`src/sv/rmq_pkg.sv`:
```
// Shared constants, payload types and the saturation helper for the
// rotation-matrix-to-quaternion pipeline. No dependencies.
package rmq_pkg;

	localparam int FRAC_BITS = 16;
	localparam int M_W       = 18;
	localparam int SUM_W     = M_W + 2;
	localparam int T_W       = M_W + 1;
	localparam int NUM_W     = M_W + 1;
	localparam int ROOT_W    = (T_W + FRAC_BITS + 2 + 1) / 2;
	localparam int N_W       = 2 * ROOT_W;
	localparam int Q_W       = NUM_W + FRAC_BITS;
	localparam int OUT_W     = Q_W + 2;

	localparam longint ONE_FX    = longint'(1) << FRAC_BITS;
	localparam longint FIELD_MAX = (longint'(1) << (M_W - 1)) - 1;
	localparam longint SAT_LIM   = (ONE_FX < FIELD_MAX) ? ONE_FX : FIELD_MAX;

	localparam int SQ_LAT = ROOT_W;
	localparam int DV_LAT = Q_W + 1;
	localparam int LAT    = SQ_LAT + DV_LAT + 2;

	localparam logic [1:0] BR_W = 2'd0;
	localparam logic [1:0] BR_X = 2'd1;
	localparam logic [1:0] BR_Y = 2'd2;
	localparam logic [1:0] BR_Z = 2'd3;

	typedef struct packed {
		logic [1:0]              br;
		logic [T_W-1:0]          t;
		logic signed [NUM_W-1:0] n0;
		logic signed [NUM_W-1:0] n1;
		logic signed [NUM_W-1:0] n2;
	} front_t;

	typedef struct packed {
		logic [1:0]        br;
		logic [ROOT_W-3:0] quarter;
		logic              zero;
	} side_t;

	function automatic logic signed [M_W-1:0] sat(input logic signed [OUT_W-1:0] v);
		logic signed [OUT_W-1:0] lim;
		lim = OUT_W'(SAT_LIM);
		if (v > lim)
			return M_W'(lim);
		else if (v < -lim)
			return M_W'(-lim);
		else
			return v[M_W-1:0];
	endfunction

endpackage

```
`src/sv/rmq_back.sv`:
```
// Component placement by branch, sign forcing and saturation, output register.
// Depends on rmq_pkg.
module rmq_back (
	input  logic                             clk,
	input  logic                             en,
	input  logic                             force_pos,
	input  rmq_pkg::side_t                   sd,
	input  logic [rmq_pkg::Q_W-1:0]          mag [3],
	input  logic                             neg [3],
	output logic signed [rmq_pkg::M_W-1:0]   quat_w,
	output logic signed [rmq_pkg::M_W-1:0]   quat_x,
	output logic signed [rmq_pkg::M_W-1:0]   quat_y,
	output logic signed [rmq_pkg::M_W-1:0]   quat_z,
	output logic [1:0]                       branch_taken
);
	localparam int OW = rmq_pkg::OUT_W;

	logic signed [OW-1:0] qd [3];
	logic signed [OW-1:0] big, w, x, y, z;

	always_comb begin
		for (int k = 0; k < 3; k++)
			qd[k] = neg[k] ? -signed'(OW'(mag[k])) : signed'(OW'(mag[k]));
		big = signed'(OW'(sd.quarter));
		case (sd.br)
			rmq_pkg::BR_W: begin w = big;   x = qd[0]; y = qd[1]; z = qd[2]; end
			rmq_pkg::BR_X: begin w = qd[0]; x = big;   y = qd[1]; z = qd[2]; end
			rmq_pkg::BR_Y: begin w = qd[0]; x = qd[1]; y = big;   z = qd[2]; end
			default:       begin w = qd[0]; x = qd[1]; y = qd[2]; z = big;   end
		endcase
		if (sd.zero) begin
			w = '0; x = '0; y = '0; z = '0;
		end
		if (force_pos && w < 0) begin
			w = -w; x = -x; y = -y; z = -z;
		end
	end

	always_ff @(posedge clk) begin
		if (en) begin
			quat_w       <= rmq_pkg::sat(w);
			quat_x       <= rmq_pkg::sat(x);
			quat_y       <= rmq_pkg::sat(y);
			quat_z       <= rmq_pkg::sat(z);
			branch_taken <= sd.br;
		end
	end
endmodule

```
`config.mk`:
```
export PLATFORM = sky130hd
export DESIGN_NAME = rmq_back
export DESIGN_NICKNAME = d
export VERILOG_FILES = /design/src/sv/rmq_pkg.sv /design/src/sv/rmq_back.sv
export SDC_FILE = /design/constraint.sdc
export NUM_CORES = 1
export LEC_CHECK = 0
export ABC_AREA = 1
export BUFFER_PORTS_ARGS = -buffer_cell sky130_fd_sc_hd__buf_2
export CORE_ASPECT_RATIO = 0.9
export CORE_MARGIN = 2
export CORE_UTILIZATION = 61
export DETAILED_ROUTE_END_ITERATION = 7
export PLACE_DENSITY_LB_ADDON = 0.08
export SLEW_MARGIN = 20
export SYNTH_ARGS = -nofsm -noshare
export SYNTH_HDL_FRONTEND = slang
export SYNTH_SLANG_ARGS = --single-unit
```
`constraint.sdc`:
```
create_clock -name clk -period 4 [get_ports clk]
set_input_delay 0.4 -clock clk [delete_from_list [all_inputs] [get_ports clk]]
set_output_delay 0.4 -clock clk [all_outputs]
set_load 0.01 [all_outputs]
```
==> flow_summary_export.csv <==
group,metric,value,unit
outcome,status,"complete, no violations",
pwr,powerDensity,236.1,nW/µm²
timing,setup_viol,0,
layout,drive_gt1_frac,0.1195,
drt,drtPass1Iterations,7,
synth,synth_ff_type,"edfxtp_1",
floorplan,dieArea,25130,µm²
drt,ant_nets,0,
synth,synth.avg_cell_area,5.151,µm²
setup_path,cp_max_fo,16,
timing,slew_viol_final,0,
floorplan,rows,53,
cts,cts_inserted_buffers,9,
layout,design_area,16170,µm²
floorplan,die_w,166.9,µm
drt,avgViaCountPerCell,5.818,
synth,syn_nets,2966,
setup_path,critPathMaxStageDelay,0.29,ns
cts,cts.clk_slew.worst_paths,0.07,ns
place,port_buffers,204,
global_routing,grt_pass1_vias,17120,
synth,ys_types,43,
layout,post-route-util,0.6908,
setup_path,cp_data_required_time,4.21,ns
floorplan,start_util,0.6223,
layout,final_common_cell,"nand2_1",
setup_path,critical_path_class,"in2reg",
setup_path,cp_common_cell,"nand2_1",
place,dpl-instance-area,15820,µm²
place,place.gp.congestion,1.074,
synth,yosysSeqAreaShare,0.1526,
place,hpwlAfterDp,42450,µm
floorplan,core-area,23410,µm²
synth,yosys_warnings,0,
pwr,p_leak,9.018,nW
setup_path,path_buf_inv,3,
synth,ys_ff_latch,74,
global_routing,grt_first_pass_wirelength,82240,µm
cts,hold_buffers,0,
timing,rsz0062_at_grt,"no",
cts,cts_sinks,74,
pwr,ir_worst_vdd,0.0001952,V
drt,post_drt_wl_per_cell,15.99,µm
setup_path,crit_slowest_cell,"o21ai_1",
timing,hold_violations,0,
timing,slew_headroom,0.4927,
synth,async_reset_ff_frac,0,
drt,drt-total-wl,52750,µm
layout,antenna_cells,0,
global_routing,track_usage,0.4053,
drt,num_vias,19190,
global_routing,gr-total-overflow,0,
drt,drt_iter0_markers,2196,
floorplan,dieHeight,150.6,µm
global_routing,grt_start_max_net_pins,59,
drt,route.detailed.drc,0,
setup_path,path_delay_family,"simple AND/OR/NAND/NOR gates",
synth,synth.cell_area,14570,µm²
min_path,hp-class,"in2reg",
timing,tightestPinTransition,0.7609,ns
floorplan,ioPinCount,205,
setup_path,crit_chain,"buf_2 -> inv_2 -> ha_1 -> nand3_1 -> o21ai_1 -> nand2_1 -> nand2_1 -> nand3_1 -> nand3_1 -> nand2_1 -> nor2_1 -> inv_1 -> nor2_1 -> nand3_1 -> nand2_1 -> nand2_1 -> nand2_1 -> nand3_1 -> nor3_1 -> nand2_1 -> nand2_1 -> nand2_2 -> nor2_2",
timing,clock.fmax,275.9,MHz
run,maxCapViolations,0,
timing,min_period,3.624,ns
synth,synthCells,2828,
global_routing,antenna_found_initial,0,
synth,synth_edf_count,74,
cts,cts.path.max_buffers,2,
timing,post-route-period-util,0.9060,
setup_path,cp.arrival,3.83,ns
setup_path,cp-start-kind,"input pin",
layout,area_growth,11.02,%
layout,nNetsFinal,3130,
cts,tritoncts,"built",
layout,final_cell_mix,"nand2_1, nand3_1, nor2_1, inv_1, buf_2",
cts,cts-root-buf,"clkbuf_16",
cts,cts_htree_levels,3,
setup_path,crit_path_end_kind,"flop",
-- sequential cells by signal, summed over array words and instances (netlist names) --
| signal | flops |
|---|---|
| branch_taken | 2 |
| quat_w | 18 |
| quat_x | 18 |
| quat_y | 18 |
| quat_z | 18 |
-- metal layers --
layer  GRT usage  up-vias  part of all wire  wire length, µm
met5           0        -                 0                0
li1            -     9361                 -                -
met1      0.4886     8435              0.38            20050
met3     0.05100      220             0.099             5208
met4      0.2078        0             0.052             2748
met2      0.7136     1172              0.47            24740
-- layout make-up --
| type | instances | area [µm²] |
|---|---|---|
| multi-input combinational | 2319 | 10600 |
| fill | 2253 | 7237 |
| sequential | 74 | 2222 |
| timing repair buffer | 238 | 1341 |
| inverter | 350 | 1318 |
| tap | 302 | 377.9 |
| clock buffer | 9 | 225.2 |
| clock inverter | 6 | 90.09 |
-- cells by family (layout without fill, tap and decap cells) --
family          count (synthesis)  in the layout  synth area share
buf+inv                       435            603            0.1227
simple gates                 2119           2119            0.6374
flops                          74             74            0.1526
compound gates                155            155           0.05841
xor+xnor                       38             38           0.02285
fa+ha+maj                       7              7          0.006012
-- Yosys cell counts (all sizes together), types with 7 or more instances --
| library cell | n | share of area |
|---|---|---|
| nand2 | 1116 | 0.29 |
| nor2 | 422 | 0.12 |
| nand3 | 420 | 0.15 |
| inv | 349 | 0.090 |
| o21ai | 87 | 0.030 |
| edfxtp | 74 | 0.15 |
| nand3b | 72 | 0.037 |
| buf | 71 | 0.029 |
| nand4 | 51 | 0.022 |
| a21oi | 44 | 0.015 |
| xor2 | 28 | 0.017 |
| nor3 | 18 | 0.0062 |
| clkbuf | 14 | 0.0036 |
| xnor2 | 10 | 0.0060 |
| o21bai | 9 | 0.0046 |
| ha | 7 | 0.0060 |
-- per-stage QoR --
step / worst slack [ns] / instances / total power, mW / hold WS (ns) / setup TNS [ns]
after CTS: 0.3214 / 3298 / 3.758 / 0.3617 / 0
after floorplan: 0.8016 / 2828 / 2.288 / 0.4989 / 0
after detailed placement: -0.03498 / 3283 / 2.812 / 0.7252 / -0.1838
after global routing: 0.01122 / 3298 / 4.048 / 0.3725 / 0
after global placement: 0.06420 / 3283 / 2.774 / 0.7242 / 0
final: 0.3760 / 3298 / 3.819 / 0.3724 / 0
-- timing repair --
| item | CTS | global route |
|---|---|---|
| buffers inserted | 0 | 0 |
| setup endpoints to repair | 0 | 63 |
| resized for setup | 0 | 10 |
-- where the power goes --
part / switching [mW] / total (mW) / internal (mW)
combinational: 1.32 / 1.92 / 0.598
sequential: 0.0195 / 0.954 / 0.935
clock: 0.401 / 0.948 / 0.547
-- path summary, 6_finish.rpt --
path / from / endpoint / slack (ns) / cells after the start
max: mag[70] / quat_w[6] / 0.38 / 23
min: sd[18] / branch_taken[0] / 0.37 / 1
No activity file was read; power rests on OpenSTA's default activity.
