### config.mk
export PLATFORM = sky130hd
export DESIGN_NAME = rmq_div
export DESIGN_NICKNAME = d
export VERILOG_FILES = /design/src/sv/rmq_pkg.sv /design/src/sv/rmq_div.sv
export SDC_FILE = /design/constraint.sdc
export NUM_CORES = 2
export LEC_CHECK = 0
export ABC_CLOCK_PERIOD_IN_PS = 4700
export BUFFER_PORTS_ARGS = -buffer_cell sky130_fd_sc_hd__buf_4
export CAP_MARGIN = 20
export CORE_MARGIN = 4
export CORE_UTILIZATION = 50
export DETAILED_ROUTE_END_ITERATION = 10
export PLACE_DENSITY = 0.64
export RECOVER_POWER = 100
export SLEW_MARGIN = 20
export SYNTH_ARGS = -nofsm -noshare
export SYNTH_HDL_FRONTEND = slang
export SYNTH_SLANG_ARGS = --single-unit
### constraint.sdc
create_clock -name clk -period 4.7 [get_ports clk]
set_clock_uncertainty 0.15 [all_clocks]
set_input_delay 0.47 -clock clk [delete_from_list [all_inputs] [get_ports clk]]
set_output_delay 0.47 -clock clk [all_outputs]
set_load 0.01 [all_outputs]
### src/sv/rmq_pkg.sv
// Shared constants, payload types and the saturation helper for the
// rotation-matrix-to-quaternion pipeline. No dependencies.
package rmq_pkg;

	localparam int FRAC_BITS = 16;
	localparam int M_W       = 18;
	localparam int SUM_W     = M_W + 2;
	localparam int T_W       = M_W + 1;
	localparam int NUM_W     = M_W + 1;
	localparam int ROOT_W    = (T_W + FRAC_BITS + 2 + 1) / 2;
	localparam int N_W       = 2 * ROOT_W;
	localparam int Q_W       = NUM_W + FRAC_BITS;
	localparam int OUT_W     = Q_W + 2;

	localparam longint ONE_FX    = longint'(1) << FRAC_BITS;
	localparam longint FIELD_MAX = (longint'(1) << (M_W - 1)) - 1;
	localparam longint SAT_LIM   = (ONE_FX < FIELD_MAX) ? ONE_FX : FIELD_MAX;

	localparam int SQ_LAT = ROOT_W;
	localparam int DV_LAT = Q_W + 1;
	localparam int LAT    = SQ_LAT + DV_LAT + 2;

	localparam logic [1:0] BR_W = 2'd0;
	localparam logic [1:0] BR_X = 2'd1;
	localparam logic [1:0] BR_Y = 2'd2;
	localparam logic [1:0] BR_Z = 2'd3;

	typedef struct packed {
		logic [1:0]              br;
		logic [T_W-1:0]          t;
		logic signed [NUM_W-1:0] n0;
		logic signed [NUM_W-1:0] n1;
		logic signed [NUM_W-1:0] n2;
	} front_t;

	typedef struct packed {
		logic [1:0]        br;
		logic [ROOT_W-3:0] quarter;
		logic              zero;
	} side_t;

	function automatic logic signed [M_W-1:0] sat(input logic signed [OUT_W-1:0] v);
		logic signed [OUT_W-1:0] lim;
		lim = OUT_W'(SAT_LIM);
		if (v > lim)
			return M_W'(lim);
		else if (v < -lim)
			return M_W'(-lim);
		else
			return v[M_W-1:0];
	endfunction

endpackage

### src/sv/rmq_div.sv
// Pipelined restoring divider: |num| * 2^FRAC_BITS / s rounded to nearest.
// Depends on rmq_pkg.
module rmq_div (
	input  logic                               clk,
	input  logic                               en,
	input  logic signed [rmq_pkg::NUM_W-1:0]   num,
	input  logic [rmq_pkg::ROOT_W-1:0]         s,
	output logic [rmq_pkg::Q_W-1:0]            mag,
	output logic                               neg
);
	localparam int RW = rmq_pkg::ROOT_W;
	localparam int QW = rmq_pkg::Q_W;
	localparam int NW = rmq_pkg::NUM_W;

	logic [NW-1:0] abs_n;
	logic [QW-1:0] d_s0;
	logic [RW-1:0] s_s0;
	logic          neg_s0;

	logic [RW-1:0] rem_s [QW];
	logic [QW-1:0] dq_s  [QW];
	logic [RW-1:0] dv_s  [QW];
	logic          ng_s  [QW];

	assign abs_n = num[NW-1] ? NW'(-num) : NW'(num);

	always_ff @(posedge clk) begin
		if (en) begin
			d_s0   <= (QW'(abs_n) << rmq_pkg::FRAC_BITS) + QW'(s >> 1);
			s_s0   <= s;
			neg_s0 <= num[NW-1];
		end
	end

	for (genvar k = 0; k < QW; k++) begin : g_stage
		logic [RW-1:0] rem_p, dv_p;
		logic [QW-1:0] dq_p;
		logic          ng_p;
		logic [RW:0]   rem_in;
		if (k == 0) begin : g_first
			assign rem_p = '0;
			assign dq_p  = d_s0;
			assign dv_p  = s_s0;
			assign ng_p  = neg_s0;
		end else begin : g_rest
			assign rem_p = rem_s[k-1];
			assign dq_p  = dq_s[k-1];
			assign dv_p  = dv_s[k-1];
			assign ng_p  = ng_s[k-1];
		end
		assign rem_in = {rem_p, dq_p[QW-1]};
		always_ff @(posedge clk) begin
			if (en) begin
				dv_s[k] <= dv_p;
				ng_s[k] <= ng_p;
				if (rem_in >= {1'b0, dv_p}) begin
					rem_s[k] <= RW'(rem_in - {1'b0, dv_p});
					dq_s[k]  <= {dq_p[QW-2:0], 1'b1};
				end else begin
					rem_s[k] <= rem_in[RW-1:0];
					dq_s[k]  <= {dq_p[QW-2:0], 1'b0};
				end
			end
		end
	end

	assign mag = dq_s[QW-1];
	assign neg = ng_s[QW-1];
endmodule

==> flow_metrics.py <==
metrics = {
    "synthesis": {
        "synth_top_area_frac": 0.658,
        "syn_nets": 9235,
        "mappedNetlistArea_um2": 118000,
        "synthArstFlopShare": 0,
        "ys_seq_elements": 2591,
        "synth_seq_area_share": 0.658,
        "synthCells": 8510,
        "synth.most_common_cell": "edfxtp_1",
        "yosysWarnings": 0,
        "synth_edf_count": 2590,
        "yosysTopAreaCell": "edfxtp_1",
        "post_synth_most_frequent_cells": "2590 x edfxtp_1, 842 x inv_1, 651 x ha_1",
        "synth.distinct_cells": 95,
        "avgSynthCellArea_um2": 13.9,
        "synthTopCellsByArea": "edfxtp_1 66%, ha_1 6.9%, mux2_2 2.9%",
        "ys.flop_type": "edfxtp_1",
    },
    "worst_setup_path": {
        "crit_path_end_kind": "flip-flop",
        "path_class": "reg -> reg",
        "arrival_ns": 4.85,
        "crit_fanout": 12,
        "required_ns": 5.17,
        "reg2reg_to": "rem_s[21][3]$_DFFE_PP_",
        "startpoint_type": "flip-flop",
        "reg2reg_depth": 11,
        "reg2reg_slack_ns": 0.32,
        "regToRegStartpoint": "rem_s[20][1]$_DFFE_PP_",
    },
    "clock_network": {
        "clk_path_buf_depth": 4,
        "numCtsBuffers": 293,
        "post_cts_buffers": 0,
        "h-tree-depth": 5,
        "cts_tree": "built",
        "cts.sinks": 2591,
        "clkTransAtPathRegs_ns": 0.05,
        "clock_latency_ns": 0.92,
        "cts-root-buf": "clkbuf_16",
    },
    "route": {
        "firstDrtPassIters": 6,
        "viasPerCell": 5.40,
        "first_iter_violations": 5041,
        "routed_wl_um": 222000,
        "drc": 0,
        "postRouteAntennaNets": 0,
        "vias": 65700,
        "wl_per_cell_um": 18.2,
    },
    "grt": {
        "grt_pass1_vias": 65100,
        "grt.overflow.total": 0,
        "grt_max_degree": 192,
        "gr-usage-all-layers": 0.180,
        "grt_pass1_wl_um": 354000,
        "antenna_found_initial": 4,
    },
    "layout": {
        "multi_input_area_um2": 36400,
        "seqCellArea_um2": 77800,
        "filler_cell_count": 19000,
        "nNetsFinal": 9557,
        "layout-drive-gt1-share": 0.0920,
        "syn2layout_area_growth_pct": 11.3,
    },
    "run_status": {
        "status": "finished with violations",
        "violations": "max-capacitance violations, max-slew violations",
    },
    "die": {
        "die_w_um": 494,
        "dieArea_um2": 244000,
        "dieHeight_um": 494,
        "core-area_um2": 235000,
        "io_pins": 76,
        "placementRows": 178,
        "start_util": 0.503,
    },
    "placement": {
        "gp_congestion": 0.883,
        "dpl.hpwl_um": 157000,
        "io_buffers": 75,
    },
    "job": {
        "drv_cap": 18,
    },
    "worst_hold_path": {
        "hold_depth": 5,
        "hold_class": "in -> reg",
        "hold_path_end": "d_s0[19]$_DFFE_PP_",
        "worstHoldStart": "num[1]",
    },
    "sta": {
        "fin_crit_sh": 0.932,
        "rsz0062_at_grt": "no",
        "relSlewSlack": -0.822,
        "timing.fmax_mhz": 228,
        "setup_violations": 0,
        "setup_tns_ns": 0,
        "hold_viol": 0,
        "hold_ws_ns": 0.127,
        "period_needed_ns": 4.38,
        "final_max_slew_viol_count": 1855,
        "tightest_slew_ns": 2.73,
    },
    "power": {
        "leakagePower_nw": 50.7,
        "p_per_area_nw_per_um2": 612,
        "peakVddDrop_v": 0.000341,
    },
}
==> layout make-up <==
type                    count  area share
clock buffers             341      0.0575
flip-flops and latches   2591       0.591
clock inverters           153      0.0109
inverters                 842      0.0240
multi-input cells        4909       0.277
diodes                      3   0.0000571
well taps                3150      0.0300
repair buffers            195     0.00978
==> cell usage in the layout, fill, tap and decap left out, types with 91 or more instances in the layout <==
| cell type | n |
|---|---|
| edfxtp_1 | 2590 |
| inv_1 | 842 |
| ha_1 | 651 |
| a21oi_1 | 497 |
| nor2_1 | 477 |
| o21ai_0 | 373 |
| nand2_1 | 371 |
| xnor2_1 | 313 |
| clkbuf_16 | 295 |
| mux2_2 | 284 |
| a21o_1 | 246 |
| xor2_1 | 191 |
| nor3_1 | 121 |
| nor2b_1 | 120 |
| clkbuf_1 | 113 |
| nand3_1 | 103 |
| o21a_1 | 91 |
==> how the worst max path moves through the flow <==
stage / start / to / slack, ns / cells after the start
2_1_floorplan: dv_s[9][0]$_DFFE_PP_ / rem_s[10][11]$_DFFE_PP_ / 1.37 / 12
3_3_place_gp: dv_s[8][0]$_DFFE_PP_ / rem_s[9][3]$_DFFE_PP_ / 0.35 / 13
3_5_place_dp: dv_s[8][0]$_DFFE_PP_ / rem_s[9][3]$_DFFE_PP_ / 0.39 / 13
4_1_cts: dv_s[8][0]$_DFFE_PP_ / rem_s[9][3]$_DFFE_PP_ / 0.35 / 13
5_1_grt: rem_s[5][1]$_DFFE_PP_ / rem_s[6][10]$_DFFE_PP_ / 0.04 / 10
6_report: rem_s[20][1]$_DFFE_PP_ / rem_s[21][3]$_DFFE_PP_ / 0.32 / 11
==> power by group <==
group | switching, W | internal [W]
clock | 0.00860 | 0.0129
sequential | 0.00231 | 0.0311
combinational | 0.0138 | 0.0118
==> per-layer routing <==
metal | share of wire | track usage | vias up
met4 | 0.029 | 0.0558 | 0
met5 | 0 | 0 | -
met3 | 0.040 | 0.0285 | 397
met2 | 0.49 | 0.302 | 1238
met1 | 0.44 | 0.243 | 31900
li1 | - | - | 32300
==> per-stage QoR <==
stage | instance area, um^2 | total power, W | utilization | worst slack (ns) | cells
2_1_floorplan | 118000 | 0.0532 | - | 1.37 | 8510
3_3_place_gp | 123000 | 0.0590 | 0.522 | 0.347 | 11600
3_5_place_dp | 123000 | 0.0595 | 0.522 | 0.391 | 11600
4_1_cts | 132000 | 0.0815 | 0.562 | 0.346 | 12200
5_1_grt | 132000 | 0.0857 | 0.559 | 0.0439 | 12200
6_report | 132000 | 0.0805 | 0.559 | 0.319 | 12200
==> critical path: stages (launching register included) <==
cell and delay, ns:
edfxtp_1 0.43, ha_1 0.40, nor2b_1 0.16, o21ai_0 0.19, a21boi_0 0.17, o21ai_0 0.35, a21oi_1 0.26, a31oi_1 0.33
o21ai_0 0.21, a21oi_1 0.73, buf_4 0.36, mux2_2 0.37
==> registers in the layout (all words and copies together) (netlist names) <==
name,flops
g_stage.ng_p,1
dq_s,1225
g_stage.dv_p,3
rem_s,646
d_s0,35
dv_s,646
ng_s,35
==> cells by family after synthesis <==
kind of cell,count (synthesis),share of synthesized area
DFF,2591,0.658
AOI/OAI and AO/OA,1707,0.0932
and+or+nand+nor,1639,0.0680
buffers and inverters,1010,0.0332
adders and majority gates,685,0.0747
xor gates and xnor gates,504,0.0373
muxes,374,0.0356
==> repair_timing <==
| action | 4_1_cts | 5_1_grt |
|---|---|---|
| hold buffers | 41 | 0 |
| endpoints found under the hold margin | 66 | 0 |
| resized for setup | 0 | 0 |
(Power assumes the default switching activity.)
