## src/sv/rmq_pkg.sv

```systemverilog
// Shared constants, payload types and the saturation helper for the
// rotation-matrix-to-quaternion pipeline. No dependencies.
package rmq_pkg;

	localparam int FRAC_BITS = 16;
	localparam int M_W       = 18;
	localparam int SUM_W     = M_W + 2;
	localparam int T_W       = M_W + 1;
	localparam int NUM_W     = M_W + 1;
	localparam int ROOT_W    = (T_W + FRAC_BITS + 2 + 1) / 2;
	localparam int N_W       = 2 * ROOT_W;
	localparam int Q_W       = NUM_W + FRAC_BITS;
	localparam int OUT_W     = Q_W + 2;

	localparam longint ONE_FX    = longint'(1) << FRAC_BITS;
	localparam longint FIELD_MAX = (longint'(1) << (M_W - 1)) - 1;
	localparam longint SAT_LIM   = (ONE_FX < FIELD_MAX) ? ONE_FX : FIELD_MAX;

	localparam int SQ_LAT = ROOT_W;
	localparam int DV_LAT = Q_W + 1;
	localparam int LAT    = SQ_LAT + DV_LAT + 2;

	localparam logic [1:0] BR_W = 2'd0;
	localparam logic [1:0] BR_X = 2'd1;
	localparam logic [1:0] BR_Y = 2'd2;
	localparam logic [1:0] BR_Z = 2'd3;

	typedef struct packed {
		logic [1:0]              br;
		logic [T_W-1:0]          t;
		logic signed [NUM_W-1:0] n0;
		logic signed [NUM_W-1:0] n1;
		logic signed [NUM_W-1:0] n2;
	} front_t;

	typedef struct packed {
		logic [1:0]        br;
		logic [ROOT_W-3:0] quarter;
		logic              zero;
	} side_t;

	function automatic logic signed [M_W-1:0] sat(input logic signed [OUT_W-1:0] v);
		logic signed [OUT_W-1:0] lim;
		lim = OUT_W'(SAT_LIM);
		if (v > lim)
			return M_W'(lim);
		else if (v < -lim)
			return M_W'(-lim);
		else
			return v[M_W-1:0];
	endfunction

endpackage

```

## src/sv/rmq_sqrt.sv

```systemverilog
// Pipelined integer square root, one result bit per register stage.
// Depends on rmq_pkg.
module rmq_sqrt (
	input  logic                          clk,
	input  logic                          en,
	input  logic [rmq_pkg::T_W-1:0]       t,
	output logic [rmq_pkg::ROOT_W-1:0]    root
);
	localparam int RW = rmq_pkg::ROOT_W;
	localparam int NW = rmq_pkg::N_W;
	localparam int EW = RW + 2;

	logic [EW-1:0] rem_s  [RW];
	logic [RW-1:0] root_s [RW];
	logic [NW-1:0] n_s    [RW];

	for (genvar i = 0; i < RW; i++) begin : g_stage
		logic [EW-1:0] rem_p, rem_in, trial;
		logic [RW-1:0] root_p;
		logic [NW-1:0] n_p;
		if (i == 0) begin : g_first
			assign rem_p  = '0;
			assign root_p = '0;
			assign n_p    = NW'({t, {(rmq_pkg::FRAC_BITS + 2){1'b0}}});
		end else begin : g_rest
			assign rem_p  = rem_s[i-1];
			assign root_p = root_s[i-1];
			assign n_p    = n_s[i-1];
		end
		assign rem_in = {rem_p[EW-3:0], n_p[NW-1 -: 2]};
		assign trial  = {root_p, 2'b01};
		always_ff @(posedge clk) begin
			if (en) begin
				n_s[i] <= {n_p[NW-3:0], 2'b00};
				if (rem_in >= trial) begin
					rem_s[i]  <= rem_in - trial;
					root_s[i] <= {root_p[RW-2:0], 1'b1};
				end else begin
					rem_s[i]  <= rem_in;
					root_s[i] <= {root_p[RW-2:0], 1'b0};
				end
			end
		end
	end

	assign root = root_s[RW-1];
endmodule

```

## config.mk

```make
export PLATFORM = sky130hd
export DESIGN_NAME = rmq_sqrt
export DESIGN_NICKNAME = d
export VERILOG_FILES = /design/src/sv/rmq_pkg.sv /design/src/sv/rmq_sqrt.sv
export SDC_FILE = /design/constraint.sdc
export NUM_CORES = 1
export LEC_CHECK = 0
export ABC_AREA = 1
export BUFFER_PORTS_ARGS = -buffer_cell sky130_fd_sc_hd__buf_4
export CORE_UTILIZATION = 40
export CTS_CLUSTER_DIAMETER = 30
export DETAILED_ROUTE_END_ITERATION = 8
export HOLD_SLACK_MARGIN = 0.08
export PLACE_DENSITY = 0.6
export SYNTH_ARGS = -nofsm -noshare
export SYNTH_HDL_FRONTEND = slang
export SYNTH_SLANG_ARGS = --single-unit
export TNS_END_PERCENT = 20
```

## constraint.sdc

```tcl
create_clock -name clk -period 2.5 [get_ports clk]
set_input_delay 0.375 -clock clk [delete_from_list [all_inputs] [get_ports clk]]
set_output_delay 0.375 -clock clk [all_outputs]
set_load 0.05 [all_outputs]
```

==> results of run 1 <==
==> through the flow <==
stage | cell area, um^2 | util | total power (W) | instances
floorplan | 35600 | - | 0.0178 | 4317
global placement | 37500 | 0.429 | 0.0197 | 5510
detailed placement | 37500 | 0.429 | 0.0198 | 5510
CTS | 42600 | 0.487 | 0.0389 | 5786
global route | 42600 | 0.488 | 0.0405 | 5786
finish | 42600 | 0.488 | 0.0385 | 5787
==> where the power goes <==
part           total (W)  switching [W]  internal (W)
Combinational    0.00660        0.00433       0.00227
Sequential        0.0131       0.000769        0.0123
Clock             0.0188        0.00577        0.0130
==> path summary, 6_finish.rpt <==
kind	endpoint	slack (ns)	cells after the start
min reg2reg	n_s[6][32]	0.41	0
max reg2reg	rem_s[10][10]	0.21	13
max	rem_s[10][10]	0.21	13
min	n_s[6][34]	0.21	2
==> layout by cell type (no fill, tap or decap), drive strengths merged, types with 32 or more instances in the layout <==
cell / instances
xnor2: 32
clkbuf: 157
buf: 90
nor2: 396
xor2: 88
clkinv: 46
nor3: 48
edfxtp: 586
ha: 192
inv: 766
a21oi: 125
nand3: 353
nand2: 1426
o21ai: 109
nand4: 67
==> routing by layer <==
layer | track usage | up-vias | routed length [um]
met4 | 0.0758 | 2 | 2350
li1 | - | 14400 | -
met2 | 0.327 | 614 | 40800
met1 | 0.237 | 12500 | 37600
met5 | 0 | - | 13
met3 | 0.0323 | 167 | 3820
==> what timing repair did <==
action,in CTS,in global routing
endpoints found under the setup margin,0,32
endpoints found under the hold margin,21,0
hold buffers,19,0
resized for setup,0,6
==> cell type report <==
class                           count  area (um^2)
Fill cell                        8280        44800
Inverter                          754         2830
Clock inverter                    100         1320
Clock buffer                      157         3630
Timing Repair Buffer              109          961
Tap cell                         1155         1450
Multi-Input combinational cell   2924        14800
Sequential cell                   587        17600
Antenna cell                        1         2.50
==> worst reg2reg max path: stages, from the launching register on <==
cell      delay, ns
edfxtp_1       0.37
inv_1          0.06
ha_1           0.36
nand2_1        0.09
inv_1          0.05
nand2_1        0.05
nand3_1        0.16
inv_1          0.19
nor2_1         0.07
nor2_2         0.17
nand2_1        0.10
buf_4          0.19
nand2_1        0.09
nand2_1        0.07
==> sequential cells by signal, summed over array words and instances, names as in the netlist <==
register,cells
rem_s,307
n_s,90
root_s,190
==> cells by family after synthesis <==
group                      count (synthesis)  synth area share
DFF                                      587             0.495
xor gates and xnor gates                 120            0.0296
AOI/OAI and AO/OA                        253            0.0373
adders and majority gates                200            0.0721
buffers and inverters                    806            0.0880
and+or+nand+nor                         2351             0.277
==> results.txt, run 1 <==
Outcome - completed
Worst-Skew Late Latency - 0.73 ns
Io pins - 40
Most common cell in the synthesized netlist - nand2_1
Setup TNS - 0 ns
Mapped cell area - 35600 um^2
Critical Path Start - root_s[9][2]
TritonCTS clock tree - yes
Slew margin rel. - 0.525
Largest net degree at the start of global routing - 116
Core Region - 87400 um^2
Vias - 27700
Share of cells above drive strength 1 - 0.0808
Critical path class - register to register
CP most frequent cell - nand2_1
Post-CTS setup buffers - 0
Post-synth EDFFs - 586
Clock slew at reported path FFs - 0.05 ns
P_leak - 20.3 nW
Clock Skew - 0.0307 ns
First-pass GRT wire length - 136000 um
CTS Sinks - 587
Max cap viols - 0
Max Fclk - 0.436 GHz
First-iteration detailed-routing DRC count - 1765
CP max stage delay - 0.37 ns
Final nets - 4736
Maximum root-to-sink buffer count - 3
Final Wtd Congestion - 0.892
Synth-to-layout area growth - 19.9%
Post-route clock period utilization - 0.917
Top cells by area, synth - edfxtp_1 (49%), nand2_1 (15%), inv_1 (7.9%), ha_1 (6.8%), nand3_1 (4.9%)
Syn_area_per_cell - 8.24 um^2
Final setup vio count - 0
Buffers on Ports - 39
Pwr Density - 902 nW/um^2
Number of buffers created by CTS - 139
Row count - 108
Max rail drop VDD - 0.665 mV
CP required - 2.96 ns
Sequential cell area fraction in the yosys report - 0.495
Drt wl/cell - 14.6 um
Max-slew violation count - 0
Final hold violations - 0
FF+latch count, synth - 587
Number of global-route vias before repair - 26900
HP Class - input pin to register
RSZ-0062 raised after global routing - no
Routed Antenna Nets - 0
Drt via density - 4.78
Critical Path Start Type - register
Synth top area share - 0.495
Syn Inst Count - 4317
Commonest cells in the netlist - nand2_1 (1414), inv_1 (749), edfxtp_1 (586)
All-Layer GR Usage - 0.190
Crit end category - register
Post-placement setup slack - 0.0945 ns
Die Y-Extent - 300 um
CP max FO - 12
Slowest CP cell - edfxtp_1
Die width - 300 um
Hold_ws - 0.210 ns
Top Family by Delay on Critical Path - simple AND/OR/NAND/NOR gates
Netlist cell types - 45
Buffers and inverters on the worst path - 4
Worst Hold Launch - en
Synth warn - 0
Number of H-tree levels - 4
Minimum clock period - 2.29 ns
DR pass1 iterations - 5
Worst slew pin tran - 0.713 ns
Final WL - 84500 um
Drc violations - 0
Worst-path cell chain - inv_1 -> ha_1 -> nand2_1 -> inv_1 -> nand2_1 -> nand3_1 -> inv_1 -> nor2_1 -> nor2_2 -> nand2_1 -> buf_4 -> nand2_1 -> nand2_1
Total congestion overflow - 0
Net Count, Synth - 4538
Post-route setup slack - 0.207 ns
Hpwl dp - 64200 um
Critical R2R Launch - root_s[9][2]
Async S/R FF share, synth - 0
Starting Density - 0.407
Root Driver - clkbuf_16
Yosys top cell by area - edfxtp_1
Post-synth top flop - edfxtp_1
Antenna violations before repair - 2
Die footprint - 90100 um^2
Worst endpoint data arrival time - 2.76 ns
No activity file was read; power rests on OpenSTA's default activity.
==> run 2: changes to the inputs <==
- PLACE_DENSITY: 0.6 -> 0.62
- clock period: 2.5 -> 2.1 ns (I/O delays scaled with it)
==> run 2 against run 1 <==
Sequential cell count unchanged. Clock skew shrank 0.0053 ns. Maximum frequency up 11%. First-iteration DRC count is 3.2% higher. Critical path type unchanged. Highest routed layer unchanged.
==> results.txt, run 2 (synthesized netlist as in run 1, its figures left out) <==
Outcome - completed
R2r setup slk - 0.04 ns
CP required - 2.56 ns
Max-slew violation count - 0
Root Driver - clkbuf_16
Number of global-route vias before repair - 28400
Max rail drop VDD - 0.793 mV
CTS Sinks - 587
CP max FO - 5
Slowest CP cell - edfxtp_1
Critical Path Start Type - register
Core Region - 87400 um^2
Antenna violations before repair - 2
Placed Area - 39900 um^2
Buffers on Ports - 39
Crit end category - register
Reg2Reg Depth - 10
First-iteration detailed-routing DRC count - 1822
Final WL - 89200 um
Minimum clock period - 2.06 ns
Pwr Density - 994 nW/um^2
Slew margin rel. - 0.630
Post-route clock period utilization - 0.981
Die Y-Extent - 300 um
HP Class - input pin to register
First-pass GRT wire length - 140000 um
Maximum root-to-sink buffer count - 3
Most common cell after layout, fill and taps aside - nand2_1
Drt wl/cell - 14.5 um
Max Fclk - 0.485 GHz
Number of diodes - 0
Number of buffers created by CTS - 139
Reg2reg end - rem_s[10][15]
Biggest register - rem_s
RSZ-0062 raised after global routing - yes
Worst Hold Launch - t[7]
Total congestion overflow - 0
Drc violations - 0
Placed insts - 5832
Drt via density - 4.80
Clock Skew - 0.0254 ns
Largest registers - rem_s x307, root_s x190, n_s x90
TritonCTS clock tree - yes
Fillers - 7887
Worst-path cell chain - ha_4 -> nand2_1 -> nand2_1 -> o21bai_2 -> nand2_1 -> nand2_1 -> inv_1 -> nand4_1 -> nand2_1 -> inv_1
Max cap viols - 0
Commonest cells after routing, fill and taps aside - nand2_1 (1356), inv_1 (723), edfxtp_1 (586), buf_4 (439), nor2_1 (353)
CP most frequent cell - nand2_1
Clock slew at reported path FFs - 0.04 ns
Final hold violations - 0
Worst hold stages - 2
Share of cells above drive strength 1 - 0.202
Worst endpoint data arrival time - 2.52 ns
Die footprint - 90100 um^2
Number of H-tree levels - 4
Starting Density - 0.407
Multi-input logic area - 16500 um^2
Worst-Skew Late Latency - 0.71 ns
Final setup vio count - 0
Worst slew pin tran - 0.555 ns
Synth-to-layout area growth - 32.0%
Routed Antenna Nets - 0
P_leak - 22.1 nW
Hpwl dp - 67000 um
Finished Layout Cells - 6152
All-Layer GR Usage - 0.195
CP max stage delay - 0.44 ns
Largest register FFs - 307
Vias - 29500
Largest net degree at the start of global routing - 74
Sequential standard cell area - 17600 um^2
Die width - 300 um
End of the worst hold path - n_s[0][25]
Final Wtd Congestion - 0.915
Final nets - 5109
Critical R2R Launch - rem_s[9][6]
Critical path class - register to register
Final instance area - 46900 um^2
Row count - 108
Io pins - 40
DR pass1 iterations - 5
==> run 2: changes by cell type in the layout (fill, tap and decap cells not counted), moves of 28 or more <==
cell	change
buf_4	+357
ha_1	-90
ha_4	+77
nand2_1	-57
nand2_2	+51
a21oi_1	-33
nor2_1	-31
a21oi_2	+28
==> run 2: worst max path at each step <==
stage                     cells after the start           from            end
after floorplan                              12   rem_s[11][0]  rem_s[12][16]
after global placement                        8  rem_s[15][14]   rem_s[16][3]
after detailed placement                      8  rem_s[15][14]   rem_s[16][2]
after CTS                                    11   rem_s[10][6]  rem_s[11][11]
after global routing                         10    rem_s[9][6]  rem_s[10][15]
final                                        10    rem_s[9][6]  rem_s[10][15]
==> run 2: per-stage QoR <==
step	setup WS (ns)	utilization	setup TNS [ns]	power, W	hold slack [ns]
2_1_floorplan	0.124	-	0	0.0212	0.400
3_3_place_gp	-0.207	0.457	-4.67	0.0245	0.400
3_5_place_dp	-0.265	0.457	-5.94	0.0246	0.405
4_1_cts	-0.0366	0.516	-0.173	0.0463	0.270
5_1_grt	-0.0782	0.537	-1.58	0.0490	0.303
6_report	0.0397	0.537	0	0.0466	0.331
==> run 2: layer usage <==
metal / GRT usage / routed length (um) / vias up
met5: 0 / 19 / -
met4: 0.0745 / 2550 / 4
met3: 0.0346 / 4020 / 171
met2: 0.337 / 43900 / 643
met1: 0.241 / 38700 / 13600
li1: - / - / 15100
==> run 2: layout make-up <==
cell class	count	share of cell area
tap	1155	0.0308
multi-input combinational	2924	0.351
sequential	587	0.375
clock buffer	156	0.0779
timing repair buffer	482	0.0824
clock inverter	94	0.0225
inverter	754	0.0603
==> run 2: critical path, delay by kind of cell (launching register included) <==
kind / cells / cell delay, ns
fa+ha+maj: 1 / 0.29
simple gates: 6 / 0.74
flops: 1 / 0.44
compound gates: 1 / 0.22
buf+inv: 2 / 0.12
==> run 2: report_power, final <==
part	leakage [nW]	internal [W]	total, W	switching [W]
clock	2.28	0.0147	0.0213	0.00658
combinational	14.3	0.00401	0.00971	0.00570
sequential	5.55	0.0146	0.0156	0.000976
total	22.1	0.0334	0.0466	0.0133
==> run 2: what timing repair did <==
action | CTS | global route
endpoints found under the hold margin | 30 | 0
pin swaps | 0 | 44
gates resized for setup | 34 | 294
cloned | 0 | 1
hold buffers | 20 | 0
setup endpoints to repair | 91 | 282
buffers inserted | 2 | 47
