## src/sv/rmq_pkg.sv

```systemverilog
// Shared constants, payload types and the saturation helper for the
// rotation-matrix-to-quaternion pipeline. No dependencies.
package rmq_pkg;

	localparam int FRAC_BITS = 16;
	localparam int M_W       = 18;
	localparam int SUM_W     = M_W + 2;
	localparam int T_W       = M_W + 1;
	localparam int NUM_W     = M_W + 1;
	localparam int ROOT_W    = (T_W + FRAC_BITS + 2 + 1) / 2;
	localparam int N_W       = 2 * ROOT_W;
	localparam int Q_W       = NUM_W + FRAC_BITS;
	localparam int OUT_W     = Q_W + 2;

	localparam longint ONE_FX    = longint'(1) << FRAC_BITS;
	localparam longint FIELD_MAX = (longint'(1) << (M_W - 1)) - 1;
	localparam longint SAT_LIM   = (ONE_FX < FIELD_MAX) ? ONE_FX : FIELD_MAX;

	localparam int SQ_LAT = ROOT_W;
	localparam int DV_LAT = Q_W + 1;
	localparam int LAT    = SQ_LAT + DV_LAT + 2;

	localparam logic [1:0] BR_W = 2'd0;
	localparam logic [1:0] BR_X = 2'd1;
	localparam logic [1:0] BR_Y = 2'd2;
	localparam logic [1:0] BR_Z = 2'd3;

	typedef struct packed {
		logic [1:0]              br;
		logic [T_W-1:0]          t;
		logic signed [NUM_W-1:0] n0;
		logic signed [NUM_W-1:0] n1;
		logic signed [NUM_W-1:0] n2;
	} front_t;

	typedef struct packed {
		logic [1:0]        br;
		logic [ROOT_W-3:0] quarter;
		logic              zero;
	} side_t;

	function automatic logic signed [M_W-1:0] sat(input logic signed [OUT_W-1:0] v);
		logic signed [OUT_W-1:0] lim;
		lim = OUT_W'(SAT_LIM);
		if (v > lim)
			return M_W'(lim);
		else if (v < -lim)
			return M_W'(-lim);
		else
			return v[M_W-1:0];
	endfunction

endpackage

```

## src/sv/rmq_front.sv

```systemverilog
// Branch selection, scale term and off-diagonal numerators, one register stage.
// Depends on rmq_pkg.
module rmq_front (
	input  logic                              clk,
	input  logic                              en,
	input  logic signed [rmq_pkg::M_W-1:0]    m [9],
	output rmq_pkg::front_t                   fr_s1
);
	localparam int SW = rmq_pkg::SUM_W;
	localparam int NW = rmq_pkg::NUM_W;

	logic signed [SW-1:0] e [9];
	logic signed [SW-1:0] tr, t_raw, one;
	rmq_pkg::front_t      fr;

	always_comb begin
		for (int i = 0; i < 9; i++)
			e[i] = SW'(m[i]);
		one   = SW'(rmq_pkg::ONE_FX);
		tr    = e[0] + e[4] + e[8];
		fr    = '0;
		if (tr > 0) begin
			fr.br = rmq_pkg::BR_W;
			t_raw = one + tr;
			fr.n0 = NW'(m[7]) - NW'(m[5]);
			fr.n1 = NW'(m[2]) - NW'(m[6]);
			fr.n2 = NW'(m[3]) - NW'(m[1]);
		end else if (m[0] > m[4] && m[0] > m[8]) begin
			fr.br = rmq_pkg::BR_X;
			t_raw = one + e[0] - e[4] - e[8];
			fr.n0 = NW'(m[7]) - NW'(m[5]);
			fr.n1 = NW'(m[1]) + NW'(m[3]);
			fr.n2 = NW'(m[2]) + NW'(m[6]);
		end else if (m[4] > m[8]) begin
			fr.br = rmq_pkg::BR_Y;
			t_raw = one + e[4] - e[0] - e[8];
			fr.n0 = NW'(m[2]) - NW'(m[6]);
			fr.n1 = NW'(m[1]) + NW'(m[3]);
			fr.n2 = NW'(m[5]) + NW'(m[7]);
		end else begin
			fr.br = rmq_pkg::BR_Z;
			t_raw = one + e[8] - e[0] - e[4];
			fr.n0 = NW'(m[3]) - NW'(m[1]);
			fr.n1 = NW'(m[2]) + NW'(m[6]);
			fr.n2 = NW'(m[5]) + NW'(m[7]);
		end
		fr.t = (t_raw < 0) ? '0 : t_raw[rmq_pkg::T_W-1:0];
	end

	always_ff @(posedge clk) begin
		if (en)
			fr_s1 <= fr;
	end
endmodule

```

## config.mk

```make
export PLATFORM = sky130hd
export DESIGN_NAME = rmq_front
export DESIGN_NICKNAME = d
export VERILOG_FILES = /design/src/sv/rmq_pkg.sv /design/src/sv/rmq_front.sv
export SDC_FILE = /design/constraint.sdc
export NUM_CORES = 1
export LEC_CHECK = 0
export BUFFER_PORTS_ARGS = -buffer_cell sky130_fd_sc_hd__buf_2
export CAP_MARGIN = 25
export CORE_MARGIN = 2
export CORE_UTILIZATION = 50
export DETAILED_ROUTE_END_ITERATION = 10
export GPL_TIMING_DRIVEN = 0
export MAX_ROUTING_LAYER = met4
export PLACE_DENSITY = 0.71
export SLEW_MARGIN = 40
export SYNTH_ARGS = -nofsm -noshare
export SYNTH_HDL_FRONTEND = slang
export SYNTH_SLANG_ARGS = --single-unit
```

## constraint.sdc

```tcl
create_clock -name clk -period 14.8 [get_ports clk]
set_input_delay 2.96 -clock clk [delete_from_list [all_inputs] [get_ports clk]]
set_output_delay 2.96 -clock clk [all_outputs]
set_load 0.01 [all_outputs]
```

==> results of run 1 <==
[cells by family (layout without fill, tap and decap cells)]
family | count (synthesis) | count (layout) | share of synthesized area
compound gates | 495 | 495 | 0.189
xor+xnor | 141 | 141 | 0.0729
fa+ha+maj | 415 | 415 | 0.345
buf+inv | 340 | 598 | 0.0772
flops | 78 | 78 | 0.138
mux | 72 | 72 | 0.0442
other cells | 0 | 3 | 0
simple gates | 469 | 469 | 0.134
[layout by cell type, fill, tap and decap left out, drive strengths merged, types with 7 or more instances in the layout]
cell type,Yosys,final
o31ai,14,14
o21a,18,18
buf,26,268
a31oi,20,20
nand2,111,111
fa,86,86
o21bai,30,30
nand3,28,28
o311ai,7,7
or2,7,7
a21o,27,27
mux2i,49,49
nor3,44,44
mux2,23,23
ha,329,329
nor2b,32,32
nand2b,26,26
a21oi,142,142
and2,7,7
nor4,11,11
a221oi,11,11
o22ai,11,11
nor2,140,140
a211oi,13,13
and3,14,14
or3,17,17
o211ai,25,25
o41ai,7,7
xnor2,97,97
edfxtp,78,78
clkbuf,36,46
o21ai,111,111
xor2,44,44
inv,278,279
a21boi,13,13
[how the worst min path moves through the flow]
stage / endpoint / start / cells past startpoint
after floorplan: fr_s1[0]$_DFFE_PP_ / en / 0
after global placement: fr_s1[61] / fr_s1[61]$_SDFFCE_PP0P_ / 1
after detailed placement: fr_s1[59] / fr_s1[59]$_SDFFCE_PP0P_ / 1
after CTS: fr_s1[17]$_DFFE_PP_ / en / 1
after global routing: fr_s1[16]$_DFFE_PP_ / en / 1
final: fr_s1[17]$_DFFE_PP_ / en / 1
[metrics by stage]
step                cells  cell area [µm²]
floorplan            2010            16900
global placement     2699            18700
detailed placement   2700            18800
CTS                  2716            19100
global route         2719            19100
finish               2719            19100
[power by group]
part / total (µW) / leakage (µW) / switching [µW] / internal, µW
registers: 358 / 0.000761 / 22.9 / 335
logic: 1270 / 0.00839 / 782 / 492
clock network: 255 / 0.000151 / 108 / 148
total: 1890 / 0.00930 / 912 / 975
[cell type report]
type	count	area share
Clock inverter	6	0.00446
Clock buffer	10	0.0120
Multi-Input combinational cell	1592	0.697
Tap cell	448	0.0294
Buffer	62	0.0140
Sequential cell	78	0.123
Inverter	278	0.0547
Timing Repair Buffer	242	0.0650
Antenna cell	3	0.000394
[per-layer routing]
metal  global-route usage  wire length (µm)  up-vias
met4                0.104              1770        0
met5                    -                 0        -
met3               0.0256              3650      100
li1                     -                 -     7414
met1                0.416             24000     7330
met2                0.531             26300      674
==> flow_metrics.env, run 1 <==
export IMPL_totalWireLength_um=55700
export IMPL_ys_types=75
export IMPL_setup_viol=0
export IMPL_avgViaCountPerCell=5.71
export IMPL_ys_top_cells_by_area="ha_1, edfxtp_1, fa_1, inv_1, xnor2_1"
export IMPL_leakagePower_uw=0.00930
export IMPL_grt_pass1_vias=15400
export IMPL_ctsHoldBuffers=0
export IMPL_tightest_slew_ns=0.877
export IMPL_relSlewSlack=0.415
export IMPL_post_cts_buffers=0
export IMPL_rows=67
export IMPL_setup_slack_ns=5.52
export IMPL_outcome="finished clean"
export IMPL_dieArea_mm2=0.0354
export IMPL_timing_hold_ws_ns=3.01
export IMPL_die_w_um=188
export IMPL_synthTopCellsByCount="ha_1, inv_1, a21oi_1"
export IMPL_required_ns=14.88
export IMPL_syn2layout_area_growth_pct=12.6
export IMPL_critical_path_depth=24
export IMPL_syn_nets=2589
export IMPL_gp_congestion=0.958
export IMPL_drive_above_1_share=0.142
export IMPL_multi_input_area_mm2=0.0133
export IMPL_cts_buffer_depth=2
export IMPL_rsz0062_at_grt="no"
export IMPL_slew_violations=0
export IMPL_cts_root_buf="clkbuf_16"
export IMPL_num_vias=15500
export IMPL_syn_area_mm2=0.0169
export IMPL_grt_ovfl_total=0
export IMPL_timing_final_hold_violations=0
export IMPL_power_density_mw_per_mm2=98.9
export IMPL_initial_core_util=0.506
export IMPL_crit_type="in -> reg"
export IMPL_ant_nets=0
export IMPL_critPathCaptureType="flip-flop"
export IMPL_clkTransAtPathRegs_ns=0.06
export IMPL_power_uw=1890
export IMPL_fin_crit_sh=0.627
export IMPL_cts_tree="yes"
export IMPL_crit_path_max_incr_delay_ns=0.64
export IMPL_cap_violations=0
export IMPL_setup_tns_ns=0
export IMPL_drt_first_pass_iters=7
export IMPL_critPathLaunchType="input pin"
export IMPL_synth_top_cell_by_area="ha_1"
export IMPL_finish_utilization=0.570
export IMPL_ys_seq_area_frac=0.138
export IMPL_synth_top_area_frac=0.243
export IMPL_grtUsageTotal=0.321
export IMPL_htree_levels=3
export IMPL_port_buffers=241
export IMPL_crit_buf_inv=7
export IMPL_die_h_um=188
export IMPL_max_freq_mhz=108
export IMPL_endpoint="fr_s1[48]$_DFFE_PP_"
export IMPL_synth_flop_cell="edfxtp_1"
export IMPL_drcViolationCount=0
export IMPL_syn_avg_cell_area_um2=8.43
export IMPL_hpwlAfterDp_um=46200
export IMPL_cpMostUsedCell="inv_1"
export IMPL_cp_max_fo=10
export IMPL_cp_arrival_ns=9.37
export IMPL_grt_pass1_wl_um=85400
export IMPL_largest_reg_flops=78
export IMPL_pre_cts_ws_ns=5.30
export IMPL_antenna_found_initial=3
export IMPL_numCtsBuffers=9
export IMPL_vdd_drop_max_uv=57.6
export IMPL_min_period_ns=9.28
export IMPL_yosysWarnings=0
export IMPL_ctsResizeCount=0
export IMPL_min_path_type="in -> reg"
export IMPL_cp_slowest_cell="o31ai_4"
export IMPL_yosysMostFrequentCell="ha_1"
export IMPL_top_regs="fr_s1 x78"
export IMPL_crit_start="m[13]"
export IMPL_fillers=3061
export IMPL_critPathTopFamily="simple AND/OR/NAND/NOR gates"
export IMPL_drt_iter0_drc=1224
export IMPL_avgRoutedWirePerCell_um=20.5
export IMPL_clock_sinks=78
export IMPL_seq_area_mm2=0.00234
export IMPL_synth_edf_count=78
export IMPL_top_register="fr_s1"
export IMPL_grt_max_degree=51
export IMPL_fin_nets=2842
export IMPL_async_reset_ff_frac=0
export IMPL_ios=242
export IMPL_synth_seq_cells=78
export IMPL_path_cells="buf_2 -> inv_1 -> fa_1 -> inv_1 -> ha_1 -> clkbuf_1 -> nand2_1 -> nor3_1 -> o2111ai_1 -> and3b_1 -> o21ai_0 -> xor2_1 -> inv_1 -> ha_1 -> nand4b_1 -> nor2_1 -> nand4_1 -> nor4_1 -> nand4_1 -> o31ai_4 -> nand2_1 -> inv_2 -> buf_2 -> a31oi_1"
export IMPL_core_area_mm2=0.0334
export IMPL_syn_inst=2010
Power figures use the tool's default switching activity.
==> inputs of run 2 (changes only) <==
--- a/config.mk
+++ b/config.mk
@@ -5,6 +5,7 @@
 export SDC_FILE = /design/constraint.sdc
 export NUM_CORES = 1
 export LEC_CHECK = 0
+export ABC_AREA = 1
 export BUFFER_PORTS_ARGS = -buffer_cell sky130_fd_sc_hd__buf_2
 export CAP_MARGIN = 25
 export CORE_MARGIN = 2
==> constraint.sdc (replaced) <==
create_clock -name clk -period 9.4 [get_ports clk]
set_input_delay 1.88 -clock clk [delete_from_list [all_inputs] [get_ports clk]]
set_output_delay 1.88 -clock clk [all_outputs]
set_load 0.01 [all_outputs]
==> run 2 against run 1 <==
Net effect: combinational power is 85% higher; power up 77%; die area rose by 9.5%; sequential share of layout area shrank 0.98 points; final cell count up 27%; routed wire length grew 19%; setup slack worse by 2.3 ns; critical path type unchanged; critical endpoint is now fr_s1[22]$_DFFE_PP_; highest routed layer unchanged.
==> flow_metrics.env, run 2 <==
export IMPL_outcome="finished clean"
export IMPL_totalWireLength_um=66400
export IMPL_grt_max_degree=43
export IMPL_synth_seq_cells=78
export IMPL_rsz0062_at_grt="no"
export IMPL_cp_arrival_ns=6.24
export IMPL_clkTransAtPathRegs_ns=0.06
export IMPL_largest_reg_flops=78
export IMPL_vdd_drop_max_uv=89.2
export IMPL_min_path_type="in -> reg"
export IMPL_critPathCaptureType="flip-flop"
export IMPL_cts_root_buf="clkbuf_16"
export IMPL_ys_seq_area_frac=0.126
export IMPL_drive_above_1_share=0.107
export IMPL_syn_avg_cell_area_um2=6.83
export IMPL_layout_commonest_cell="nand2_1"
export IMPL_synth_top_cell_by_area="ha_1"
export IMPL_cts_buffer_depth=2
export IMPL_most_common_layout_cells="nand2_1, inv_1, ha_1"
export IMPL_yosysMostFrequentCell="nand2_1"
export IMPL_fin_crit_sh=0.660
export IMPL_ys_types=50
export IMPL_fillers=3674
export IMPL_cap_violations=0
export IMPL_ys_top_cells_by_area="ha_1, edfxtp_1, nand2_1, inv_1, fa_1"
export IMPL_rows=70
export IMPL_top_register="fr_s1"
export IMPL_leakagePower_uw=0.0114
export IMPL_power_density_mw_per_mm2=161
export IMPL_ctsResizeCount=0
export IMPL_ios=242
export IMPL_initial_core_util=0.508
export IMPL_tightest_slew_ns=0.857
export IMPL_synth_top_area_frac=0.222
export IMPL_max_freq_mhz=161
export IMPL_power_uw=3330
export IMPL_crit_type="in -> reg"
export IMPL_hpwlAfterDp_um=57800
export IMPL_htree_levels=3
export IMPL_required_ns=9.44
export IMPL_cpMostUsedCell="nand2_1"
export IMPL_num_vias=18800
export IMPL_syn_area_mm2=0.0186
export IMPL_top_regs="fr_s1 x78"
export IMPL_syn_nets=3300
export IMPL_drt_iter0_drc=1728
export IMPL_avgViaCountPerCell=5.47
export IMPL_ctsHoldBuffers=0
export IMPL_post_cts_buffers=0
export IMPL_yosysWarnings=0
export IMPL_die_w_um=197
export IMPL_syn_inst=2721
export IMPL_timing_final_hold_violations=0
export IMPL_gp_congestion=1.01
export IMPL_ant_nets=0
export IMPL_avgRoutedWirePerCell_um=19.3
export IMPL_grt_pass1_vias=17500
export IMPL_syn2layout_area_growth_pct=11.5
export IMPL_multi_input_area_mm2=0.0141
export IMPL_cp_max_fo=10
export IMPL_crit_buf_inv=7
export IMPL_synth_flop_cell="edfxtp_1"
export IMPL_drt_first_pass_iters=6
export IMPL_async_reset_ff_frac=0
export IMPL_seq_area_mm2=0.00234
export IMPL_core_area_mm2=0.0366
export IMPL_relSlewSlack=0.423
export IMPL_numCtsBuffers=9
export IMPL_synth_edf_count=78
export IMPL_critPathLaunchType="input pin"
export IMPL_antenna_found_initial=1
export IMPL_drcViolationCount=0
export IMPL_setup_tns_ns=0
export IMPL_grt_ovfl_total=0
export IMPL_critPathTopFamily="simple AND/OR/NAND/NOR gates"
export IMPL_synthTopCellsByCount="nand2_1, inv_1, ha_1"
export IMPL_grtUsageTotal=0.350
export IMPL_clock_sinks=78
export IMPL_die_h_um=197
export IMPL_crit_path_max_incr_delay_ns=0.45
export IMPL_port_buffers=241
export IMPL_slew_violations=0
export IMPL_cts_tree="yes"
export IMPL_fin_nets=3553
export IMPL_cp_slowest_cell="fa_1"
export IMPL_min_period_ns=6.20
export IMPL_setup_viol=0
export IMPL_dieArea_mm2=0.0387
export IMPL_grt_pass1_wl_um=101000
==> run 2: changes by cell type after synthesis, sizes merged, moves of 42 or more <==
cell and delta:
nor2 +74, nand2 +514, a21oi +42, nand3 +156, o21ai +52, inv +197, mux2i -48, xnor2 -76
xor2 +67
==> run 2: stage by stage <==
| stage | util | setup slack (ns) | hold slack, ns | instances | cell area [µm²] |
|---|---|---|---|---|---|
| CTS | 0.566 | 3.25 | 1.93 | 3447 | 20700 |
| detailed placement | 0.557 | 2.88 | 2.29 | 3431 | 20400 |
| global route | 0.566 | 2.81 | 1.94 | 3448 | 20700 |
| finish | 0.566 | 3.20 | 1.93 | 3448 | 20700 |
| floorplan | - | 3.87 | 1.99 | 2721 | 18600 |
| global placement | 0.556 | 2.98 | 2.29 | 3430 | 20400 |
==> run 2: per-layer routing <==
metal | vias to the layer above | wire [µm] | track usage
met1 | 8798 | 31900 | 0.519
met3 | 60 | 6060 | 0.0604
met2 | 814 | 27600 | 0.506
li1 | 9177 | - | -
met4 | 0 | 862 | 0.0532
met5 | - | 0 | -
==> run 2: cell type report <==
class	instances	area share
Clock inverter	5	0.00398
Multi-Input combinational cell	2095	0.679
Antenna cell	1	0.000121
Clock buffer	11	0.0112
Sequential cell	78	0.113
Buffer	70	0.0176
Inverter	478	0.0866
Tap cell	468	0.0283
Timing Repair Buffer	242	0.0598
==> run 2: kinds of logic after synthesis <==
family | Yosys count | share of synthesized area
AND/OR/NAND/NOR | 1107 | 0.249
multiplexers | 1 | 0.000539
AO/OA/AOI/OAI | 440 | 0.131
flip-flops | 78 | 0.126
XOR/XNOR | 132 | 0.0622
adder cells (fa/ha/maj) | 415 | 0.314
buffers and inverters | 548 | 0.116
==> run 2: path summary, 6_finish.rpt <==
path / start / endpoint / slack [ns] / cells after the start
max: m[0] / fr_s1[22]$_DFFE_PP_ / 3.20 / 32
min: en / fr_s1[56]$_DFFE_PP_ / 1.93 / 1
==> run 2: where the power goes <==
group,leakage [µW],switching [µW],internal [µW],total [µW]
clock network,0.000154,152,234,386
registers,0.000759,46.4,550,596
logic,0.0105,1570,780,2350
total,0.0114,1770,1560,3330
